$ cat src/design/mfs_ram.sv
// Generic simple dual-port RAM: one write port, one read port, registered read.
// No dependencies.
module mfs_ram #(
    parameter int WIDTH = 8,
    parameter int DEPTH = 2,
    parameter int AW    = (DEPTH > 1) ? $clog2(DEPTH) : 1
) (
    input  logic             clk,
    input  logic             we,
    input  logic [AW-1:0]    waddr,
    input  logic [WIDTH-1:0] wdata,
    input  logic [AW-1:0]    raddr,
    output logic [WIDTH-1:0] rdata
);

    logic [WIDTH-1:0] mem [DEPTH];

    // Write port and registered read port.
    always_ff @(posedge clk)
    begin
        if (we)
        begin
            mem[waddr] <= wdata;
        end
        rdata <= mem[raddr];
    end

endmodule

$ cat config.mk
export PLATFORM = sky130hd
export DESIGN_NAME = mfs_ram
export DESIGN_NICKNAME = d
export VERILOG_FILES = /design/src/design/mfs_ram.sv
export SDC_FILE = /design/constraint.sdc
export NUM_CORES = 1
export LEC_CHECK = 0
export ABC_AREA = 1
export BUFFER_PORTS_ARGS = -buffer_cell sky130_fd_sc_hd__buf_2
export CORE_UTILIZATION = 35
export DETAILED_ROUTE_END_ITERATION = 8
export MAX_ROUTING_LAYER = met4
export PLACE_DENSITY = 0.56
export SYNTH_ARGS = -nofsm -noshare
export SYNTH_HDL_FRONTEND = slang
export SYNTH_SLANG_ARGS = --single-unit
$ cat constraint.sdc
create_clock -name clk -period 0.9 [get_ports clk]
set_clock_uncertainty 0.05 [all_clocks]
set_input_delay 0.135 -clock clk [delete_from_list [all_inputs] [get_ports clk]]
set_output_delay 0.135 -clock clk [all_outputs]
set_load 0.005 [all_outputs]
==> results.cfg <==
[run_status]
status = finished with violations
violations = negative setup slack

[grt]
first_global_vias = 374
grt_usage_pct = 10.4
antenna_found_initial = 0
grt-ovfl-total = 0
grt_pass1_wl_mm = 1.64
grt_max_degree = 13

[synth]
ys_seq_area_share_pct = 84.2
yosys.area_share.simple_pct = 12.8
syn-cell-area_um2 = 761
synth_area_leaders = edfxtp_1, dfxtp_1, nand2_1, buf_6, inv_1
async_flop_share_pct = 0
yosysTopAreaCell = edfxtp_1
synth_warnings = 0
muxShareOfSynthArea_pct = 0
synth_ff_type = edfxtp_1
synth_top_family_by_area = simple AND/OR/NAND/NOR gates
synth_enable_flop_cells = 16
synth_top_area_share_pct = 63.2
synth-compound-area-share_pct = 0
syn_avg_cell_area_um2 = 14.1
synth_nets = 66
synth-xor-area-share_pct = 0
synthAdderAreaFrac_pct = 0
ys_seq_elements = 24
synth.distinct_cells = 7
syn_inst = 54
synth_common_cells = nand2_1, edfxtp_1, dfxtp_1
synth.most_common_cell = nand2_1

[placed_design]
io_buffers = 19
gp_congestion = 0.616
dpl.cell_count = 102
dp_hpwl_um = 663

[detailed_routing]
drt_iter0_drc = 5
ant_nets = 0
vias = 455
drt-pass1-iter-count = 3
viasPerCell = 4.03
route.detailed.drc = 0
routedWlPerCell_um = 9.05
routed_wl_mm = 1.02

[cts]
clk_latency_ns = 0.29
cts_tree = built
cts.htree.levels = 1
clk_pin_slew_ns = 0.12
cts.sinks = 24
cts_buffer_depth = 2
numCtsBuffers = 3
cts_setup_buffers = 0
cts_root_buf = clkbuf_4

[sta]
setup_viol = 8
fin_crit_sh_pct = 102
setup_slack_ns = -0.0137
finalHoldViolCount = 0
max_freq_ghz = 1.09
worstMarginPinSlew_ns = 0.185
relSlewSlack_pct = 87.6
slew_viol_final = 0
period_needed_ns = 0.914
rsz0062_at_grt = true

[min_path]
min_delay_worst_endpoint = rdata[5]
worstHoldPathType = in2reg
hold_start = raddr
hold_depth = 3

[setup_path]
crit_buf_inv = 1
cp_top_family = flip-flops
crit_path_cell_trace = buf_2
path_max_fanout = 1
reg2reg_to = rdata[0]
worstSetupEndpointType = output port
critical_path_class = reg2out
cp-start-kind = flop
ff2ff_path_depth = 2
cp.arrival_ns = 0.73
cpPeakStageDelay_ns = 0.31
required_ns = 0.71
r2r_slack_ns = 0.26
r2r_start = mem[0][0]
timing.critical_path.slowest_stage_cell = dfxtp_1

[power_and_ir_drop]
power_leakage_nw = 0.449
p_per_area_nw_per_um2 = 1860
power.net_switching_uw = 372
seqPwrFrac_pct = 68.1
combPwrFrac_pct = 8.3
sw_frac_of_total_pct = 19.9
internal_power_mw = 1.50
totalPowerFinal_mw = 1.87
ir_drop_uv = 999
clockPowerShare_pct = 23.6

[floorplanning]
dieWidth_um = 48.6
core_um2 = 2000
num_rows = 16
die-area_um2 = 2360
die_h_um = 48.6
start_util_pct = 38.0
top_level_ports = 20

[cells_and_area]
drive_gt1_share_pct = 31.4
nNetsFinal = 100
syn_to_final_growth_pct = 32.2
antenna_cells = 0
nFillCells = 190
stdcell_count = 113

[job]
maxCapViolations = 0
==> tightest hold or removal path, stage by stage <==
cell and delay [ns]:
buf_2 0.16, nand2_1 0.07, nand2_1 0.04
==> flip-flops by register name, summed over array words and instances (netlist names) <==
| register | flops |
|---|---|
| rdata | 8 |
| mem | 16 |
==> power by group through the flow <==
stage	combinational (mW)	clock [mW]	sequential (mW)
2_1_floorplan	0.0518	0	1.31
3_3_place_gp	0.131	0	1.30
3_5_place_dp	0.133	0	1.30
4_1_cts	0.159	0.466	1.28
5_1_grt	0.177	0.526	1.28
6_report	0.156	0.441	1.27
==> kinds of logic after synthesis <==
logic type,count (synthesis)
buf+inv,4
flops,24
simple gates,26
==> worst max-delay path by stage <==
stage,startpoint,end,slack (ns),cells after the start
5_1_grt,rdata[0],rdata[0],-0.07,1
4_1_cts,rdata[1],rdata[1],-0.03,1
2_1_floorplan,we,mem[0][0],0.11,2
3_3_place_gp,waddr,mem[0][4],0.06,3
3_5_place_dp,waddr,mem[0][4],0.05,3
6_report,rdata[3],rdata[3],-0.01,1
==> per-stage QoR <==
stage / setup slack, ns / area [µm²] / setup TNS [ns] / util (%) / hold WS (ns)
2_1_floorplan: 0.108 / 763 / 0 / - / 0.184
3_3_place_gp: 0.0603 / 903 / 0 / 45.1 / 0.277
3_5_place_dp: 0.0492 / 903 / 0 / 45.1 / 0.276
4_1_cts: -0.0317 / 1010 / -0.194 / 50.2 / 0.0900
5_1_grt: -0.0711 / 1010 / -0.483 / 50.2 / 0.0792
6_report: -0.0137 / 1010 / -0.0679 / 50.2 / 0.0938
==> area by class of cell <==
class                           instances  area, µm²  share of cell area (%)
Sequential cell                        24        641                    63.7
Inverter                                3       11.3                    1.12
Multi-Input combinational cell         26        100                    9.95
Timing Repair Buffer                   30        198                    19.7
Clock buffer                            3       22.5                    2.24
Tap cell                               27       33.8                    3.36
==> metal layers <==
metal / GRT usage [%] / wire length, µm
met3: 4.09 / 51
met4: 7.35 / 10
met5: - / 0
met1: 13.0 / 476
met2: 13.7 / 484
==> cell usage in the layout, fill, tap and decap left out <==
cell type      synthesis  final
nand2_1               25     25
dlygate4sd3_1          0      8
edfxtp_1              16     16
inv_1                  2      2
nor2_2                 0      1
dfxtp_1                8      8
inv_2                  1      1
buf_4                  0      3
clkbuf_4               0      3
buf_2                  0     19
==> timing repair <==
| item | CTS | global route |
|---|---|---|
| hold buffers | 8 | 0 |
| endpoints found under the setup margin | 8 | 8 |
| endpoints found under the hold margin | 16 | 0 |
| gates resized for setup | 0 | 0 |
No activity file was read; power rests on OpenSTA's default activity.
