$ cat src/design/mfs_pkg.sv
// Shared types and constants for the most-recently-used fingerprint set.
// Used by mfs_seq and mru_fingerprint_set; no dependencies of its own.
package mfs_pkg;

    // Number of fingerprints the list can hold.
    localparam int CAPACITY = 64;

    // Address width of the entry store and width of the fill count.
    localparam int IDX_W = (CAPACITY > 1) ? $clog2(CAPACITY) : 1;
    localparam int CNT_W = $clog2(CAPACITY + 1);

    // Width of the entries field of a result.
    localparam int ENTRIES_W = 7;

    // One stored fingerprint.
    typedef struct packed {
        logic [63:0] id_high;
        logic [63:0] id_low;
        logic [31:0] header_sum;
        logic [31:0] payload_sum;
        logic [63:0] package_bytes;
    } fp_t;

    localparam int FP_W = $bits(fp_t);

    // One result item.
    typedef struct packed {
        logic                 hit;
        logic                 evicted;
        logic [ENTRIES_W-1:0] entries;
    } result_t;

    // Access request from the sequencer to the entry store.
    typedef struct packed {
        logic             we;
        logic [IDX_W-1:0] waddr;
        fp_t              wdata;
        logic [IDX_W-1:0] raddr;
    } ram_req_t;

endpackage

$ cat src/design/mfs_seq.sv
// Sequencer for the fingerprint list: linear search, move-to-front shift and head write.
// Depends on mfs_pkg; drives the entry store through a mfs_pkg::ram_req_t.
module mfs_seq (
    input  logic              clk,
    input  logic              rst_n,
    input  logic              in_valid,
    output logic              in_ready,
    input  logic              in_mode,
    input  mfs_pkg::fp_t      in_fp,
    output logic              res_valid,
    input  logic              res_ready,
    output mfs_pkg::result_t  res,
    output mfs_pkg::ram_req_t ram_req,
    input  mfs_pkg::fp_t      ram_rdata
);

    import mfs_pkg::*;

    typedef enum logic [2:0] {
        ST_IDLE,
        ST_SEARCH,
        ST_SHIFT,
        ST_HEAD,
        ST_DONE
    } state_t;

    state_t           state_reg, state_next;
    fp_t              item_reg, item_next;
    logic             mode_reg, mode_next;
    logic [CNT_W-1:0] count_reg, count_next;
    logic [CNT_W-1:0] rd_idx_reg, rd_idx_next;
    logic             rd_active_reg, rd_active_next;
    logic             pend_reg, pend_next;
    logic [IDX_W-1:0] pend_idx_reg, pend_idx_next;
    logic [IDX_W-1:0] wr_idx_reg, wr_idx_next;
    logic             hit_reg, hit_next;
    logic             evict_reg, evict_next;

    logic             match;
    logic             search_end;
    logic             search_hit;
    logic             list_full;
    logic [IDX_W-1:0] last_idx;

    // Compare the entry read last cycle with the request fingerprint.
    assign match      = (ram_rdata == item_reg);
    assign search_hit = pend_reg && match;
    assign search_end = (count_reg == '0)
                     || (pend_reg && (match
                         || ((CNT_W'(pend_idx_reg) + CNT_W'(1)) == count_reg)));
    assign list_full  = (count_reg == CNT_W'(CAPACITY));

    // Deepest slot that the move-to-front shift touches.
    always_comb
    begin
        priority if (search_hit)
        begin
            last_idx = pend_idx_reg;
        end
        else if (!list_full)
        begin
            last_idx = count_reg[IDX_W-1:0];
        end
        else
        begin
            last_idx = IDX_W'(CAPACITY - 1);
        end
    end

    // Handshake and result outputs.
    assign in_ready    = (state_reg == ST_IDLE);
    assign res_valid   = (state_reg == ST_DONE);
    assign res.hit     = hit_reg;
    assign res.evicted = evict_reg;
    assign res.entries = ENTRIES_W'(count_reg);

    // Next-state logic and store access.
    always_comb
    begin
        state_next     = state_reg;
        item_next      = item_reg;
        mode_next      = mode_reg;
        count_next     = count_reg;
        rd_idx_next    = rd_idx_reg;
        rd_active_next = rd_active_reg;
        pend_next      = pend_reg;
        pend_idx_next  = pend_idx_reg;
        wr_idx_next    = wr_idx_reg;
        hit_next       = hit_reg;
        evict_next     = evict_reg;

        ram_req.we    = 1'b0;
        ram_req.waddr = wr_idx_reg;
        ram_req.wdata = ram_rdata;
        ram_req.raddr = rd_idx_reg[IDX_W-1:0];

        unique case (state_reg)
            ST_IDLE:
            begin
                if (in_valid)
                begin
                    item_next   = in_fp;
                    mode_next   = in_mode;
                    rd_idx_next = '0;
                    pend_next   = 1'b0;
                    state_next  = ST_SEARCH;
                end
            end

            ST_SEARCH:
            begin
                // Stream reads from the front; each compare checks the entry read in the cycle before.
                pend_next     = 1'b1;
                pend_idx_next = rd_idx_reg[IDX_W-1:0];
                rd_idx_next   = rd_idx_reg + CNT_W'(1);
                if (search_end)
                begin
                    hit_next   = search_hit;
                    evict_next = 1'b0;
                    pend_next  = 1'b0;
                    if (mode_reg)
                    begin
                        evict_next     = !search_hit && list_full;
                        if (!search_hit && !list_full)
                        begin
                            count_next = count_reg + CNT_W'(1);
                        end
                        wr_idx_next    = last_idx;
                        rd_idx_next    = CNT_W'(last_idx) - CNT_W'(1);
                        rd_active_next = 1'b1;
                        state_next     = (last_idx == '0) ? ST_HEAD : ST_SHIFT;
                    end
                    else
                    begin
                        state_next = ST_DONE;
                    end
                end
            end

            ST_SHIFT:
            begin
                // Write the entry read from slot i-1 into slot i while reading slot i-2.
                pend_next = rd_active_reg;
                if (rd_active_reg)
                begin
                    rd_idx_next = rd_idx_reg - CNT_W'(1);
                    if (rd_idx_reg == '0)
                    begin
                        rd_active_next = 1'b0;
                    end
                end
                if (pend_reg)
                begin
                    ram_req.we  = 1'b1;
                    wr_idx_next = wr_idx_reg - IDX_W'(1);
                    if (wr_idx_reg == IDX_W'(1))
                    begin
                        state_next = ST_HEAD;
                    end
                end
            end

            ST_HEAD:
            begin
                // The request fingerprint goes to the front.
                ram_req.we    = 1'b1;
                ram_req.waddr = '0;
                ram_req.wdata = item_reg;
                state_next    = ST_DONE;
            end

            ST_DONE:
            begin
                if (res_ready)
                begin
                    state_next = ST_IDLE;
                end
            end

            default:
            begin
                state_next = ST_IDLE;
            end
        endcase
    end

    // State and registered results.
    always_ff @(posedge clk or negedge rst_n)
    begin
        if (!rst_n)
        begin
            state_reg     <= ST_IDLE;
            item_reg      <= '0;
            mode_reg      <= 1'b0;
            count_reg     <= '0;
            rd_idx_reg    <= '0;
            rd_active_reg <= 1'b0;
            pend_reg      <= 1'b0;
            pend_idx_reg  <= '0;
            wr_idx_reg    <= '0;
            hit_reg       <= 1'b0;
            evict_reg     <= 1'b0;
        end
        else
        begin
            state_reg     <= state_next;
            item_reg      <= item_next;
            mode_reg      <= mode_next;
            count_reg     <= count_next;
            rd_idx_reg    <= rd_idx_next;
            rd_active_reg <= rd_active_next;
            pend_reg      <= pend_next;
            pend_idx_reg  <= pend_idx_next;
            wr_idx_reg    <= wr_idx_next;
            hit_reg       <= hit_next;
            evict_reg     <= evict_next;
        end
    end

`ifndef SYNTHESIS
    // The fill count never passes the capacity.
    assert property (@(posedge clk) disable iff (!rst_n)
        count_reg <= CNT_W'(CAPACITY))
        else $error("fill count above capacity");

    // The list never shrinks.
    assert property (@(posedge clk) disable iff (!rst_n)
        1'b1 |=> count_reg >= $past(count_reg))
        else $error("fill count decreased");

    // During the shift the slot being written is never the slot being read.
    assert property (@(posedge clk) disable iff (!rst_n)
        (state_reg == ST_SHIFT && ram_req.we && rd_active_reg)
            |-> ram_req.waddr != ram_req.raddr)
        else $error("shift read and write collide");

    // An eviction only happens on a miss into a full list.
    assert property (@(posedge clk) disable iff (!rst_n)
        (res_valid && evict_reg) |-> (!hit_reg && list_full && mode_reg))
        else $error("eviction without a full list");
`endif

endmodule

$ cat config.mk
export PLATFORM = sky130hd
export DESIGN_NAME = mfs_seq
export DESIGN_NICKNAME = d
export VERILOG_FILES = /design/src/design/mfs_pkg.sv /design/src/design/mfs_seq.sv
export SDC_FILE = /design/constraint.sdc
export NUM_CORES = 1
export LEC_CHECK = 0
export ABC_AREA = 1
export ABC_CLOCK_PERIOD_IN_PS = 2050
export CORE_AREA = 2 2 312 314
export CTS_BUF_LIST = sky130_fd_sc_hd__clkbuf_8
export DETAILED_ROUTE_END_ITERATION = 6
export DIE_AREA = 0 0 314 316
export DONT_BUFFER_PORTS = 1
export GPL_ROUTABILITY_DRIVEN = 0
export PLACE_DENSITY = 0.35
export SLEW_MARGIN = 10
export SYNTH_ARGS = -nofsm -noshare
export SYNTH_HDL_FRONTEND = slang
export SYNTH_SLANG_ARGS = --single-unit
export TNS_END_PERCENT = 5
$ cat constraint.sdc
create_clock -name clk -period 2.05 [get_ports clk]
set_input_delay 0.5125 -clock clk [delete_from_list [all_inputs] [get_ports clk]]
set_output_delay 0.5125 -clock clk [all_outputs]
set_load 0.01 [all_outputs]
==> flow_summary.ini <==
[sta]
whs_ns = -0.467
period_share = 1.41
layout_min_cycle_time_ns = 2.88
rsz0062_at_grt = true
slew_headroom = 0.436
hold_violations = 290
setup_slack_ns = -0.834
drv_slew = 0
tightest_slew_ns = 0.846
clock_skew_ns = 0.0371
max_freq_mhz = 347
setup_viol = 292

[worst_setup_path]
regToRegSetupSlack_ns = -0.75
end_kind = primary output
path_class = flip-flop to primary output
crit_start = state_reg[0]
cp-start-kind = flip-flop
crit_arrival_ns = 2.37
crit_required_ns = 1.54
cp_max_fo = 7
reg2reg_from = item_reg[96]

[route]
remaining_drc_errors = 0
ant_nets = 0
drt_iter0_drc = 1384
drt_wl_total_mm = 134
via_per_inst = 4.41
vias = 25400
dr.pass1.iters = 5
wl_per_cell_um = 23.2

[floorplan]
core_sq_um = 96000
dieArea_sq_um = 99200
fp.dieH_um = 316
die_w_um = 314
rows = 114
ios = 797
start_util = 0.217

[run_status]
status = finished with violations
violations = hold timing, setup timing

[power]
p_leak_nw = 18.1
max-vdd-ir-drop_uv = 604
powerDensity_nw_per_um2 = 1390

[global_routing]
grt_first_pass_wirelength_mm = 179
grtUsageTotal = 0.254
first_global_vias = 25000
antenna_found_initial = 5
gr-total-overflow = 0
grt_start_max_net_pins = 291

[synth]
synth_seq_area_share = 0.348
synthArstFlopShare = 1.00
synth_edf_count = 0
postSynthAreaPerCell_sq_um = 6.04
synth_cell_types = 44
synth_flop_cell = dfrtp_1
syn-num-nets = 3974
synth_cells = 3447
yosys_warnings = 0
synth_seq_cells = 290
netlist_area_sq_um = 20800

[cells_and_area]
layout-drive-gt1-share = 0.333
post-route-util = 0.364
layout_common_cells = nand2_1, buf_4, nor2_1
largest_reg_flops = 256
layout_commonest_cell = nand2_1
fillers = 10500
area_delta_synth_final_pct = 67.8
nets = 4979

[placement]
numPortBuffers = 0
place_ws_ns = -1.27
dp_hpwl_mm = 108

[clock_network]
cts_root_buf = clkbuf_8
cts_sinks = 290
htreeDepth = 3
numCtsBuffers = 66
clkTransAtPathRegs_ns = 0.06
clock_latency_ns = 0.72
hold_buffers = 258
cts_tree = done
clock_path_buffers = 3

[min_path]
hp-class = input pin to async pin

[flow_run]
maxCapViolCount = 0
-- per-layer routing --
layer,share of wire,vias to the layer above,track usage
met3,0.067,132,0.0610
met4,0.020,4,0.0609
met1,0.42,12000,0.314
met2,0.49,780,0.443
li1,-,12600,-
met5,0.00020,-,0
-- Yosys cell counts, types with 2 or more instances --
master / n / area [sq um]
a21boi_1: 2 / 15.0
a21oi_1: 236 / 1180
buf_1: 6 / 22.5
buf_4: 9 / 67.6
clkbuf_1: 109 / 409
dfrtp_1: 290 / 7260
ha_1: 10 / 125
inv_1: 385 / 1450
inv_2: 91 / 342
mux2_2: 41 / 462
nand2_1: 1267 / 4760
nand2_2: 9 / 56.3
nand2_4: 4 / 45.0
nand3_1: 24 / 120
nand3_4: 2 / 35.0
nand4_1: 21 / 131
nor2_1: 578 / 2170
nor2_4: 5 / 56.3
nor3_1: 15 / 75.1
nor4_1: 3 / 18.8
o21ai_0: 243 / 1220
o21ai_1: 4 / 20.0
o21ai_2: 4 / 35.0
o21bai_1: 2 / 15.0
o22ai_1: 4 / 25.0
xnor2_1: 5 / 43.8
xor2_1: 61 / 534
-- metrics by stage --
stage / TNS [ns] / instances / instance area, sq um / total power [mW] / hold WS [ns]
final: -197.73 / 5775 / 35000 / 48.7 / -0.467
after global routing: -229.52 / 5774 / 35000 / 52.2 / -0.508
after CTS: -213.74 / 5720 / 32700 / 46.3 / -0.549
after detailed placement: -33.44 / 5340 / 28000 / 37.6 / 0.241
after global placement: -33.98 / 5340 / 28000 / 37.6 / 0.232
after floorplan: -21.99 / 3447 / 20900 / 22.2 / 0.217
-- worst max-delay path, cell delays in order (launching register included) --
cell	delay, ns
dfrtp_1	0.36
inv_2	0.06
nor3_4	0.23
buf_6	0.20
clkbuf_16	0.21
buf_16	0.17
buf_12	0.14
nand2_4	0.05
o21ai_4	0.08
buf_6	0.14
-- what timing repair did --
action | 4_1_cts | 5_1_grt
cloned | 3 | 18
buffers inserted | 10 | 40
setup endpoints to repair | 293 | 293
hold endpoints to repair | 548 | 290
pin swaps | 59 | 74
gates resized for setup | 244 | 577
-- final cells by class --
cell class              instances  area, sq um  share of cell area
multi-input cells            2553        12900               0.370
repair buffers               1063        10000               0.287
flip-flops and latches        290         7260               0.208
inverters                     478         1820              0.0520
well taps                    1276         1600              0.0457
clock buffers                  82         1130              0.0323
clock inverters                31          156             0.00447
diodes                          2         5.00            0.000143
-- report_power, final --
part	internal, mW	switching (mW)	leakage [nW]
Clock	3.70	3.22	0.746
Combinational	13.6	17.4	14.1
Sequential	8.41	2.33	3.20
Total	25.8	23.0	18.1
-- path summary, 6_finish.rpt --
path / endpoint / cells past startpoint
setup reg to reg: rd_idx_reg[5] / 19
hold reg to reg: rd_active_reg / 2
max in group asynchronous: item_reg[110] / 0
setup / recovery: ram_req[63] / 9
min in group clk: item_reg[234] / 3
hold / removal: item_reg[235] / 0
-- cell families (layout without fill, tap and decap cells) --
family,Yosys count,count (layout),synth area share
mux,41,41,0.0222
buf+inv,604,1654,0.111
fa+ha+maj,10,10,0.00601
flops,290,290,0.348
other cells,0,2,0
simple gates,1933,1933,0.361
xor+xnor,66,66,0.0277
compound gates,503,503,0.124
(Power assumes the default switching activity.)
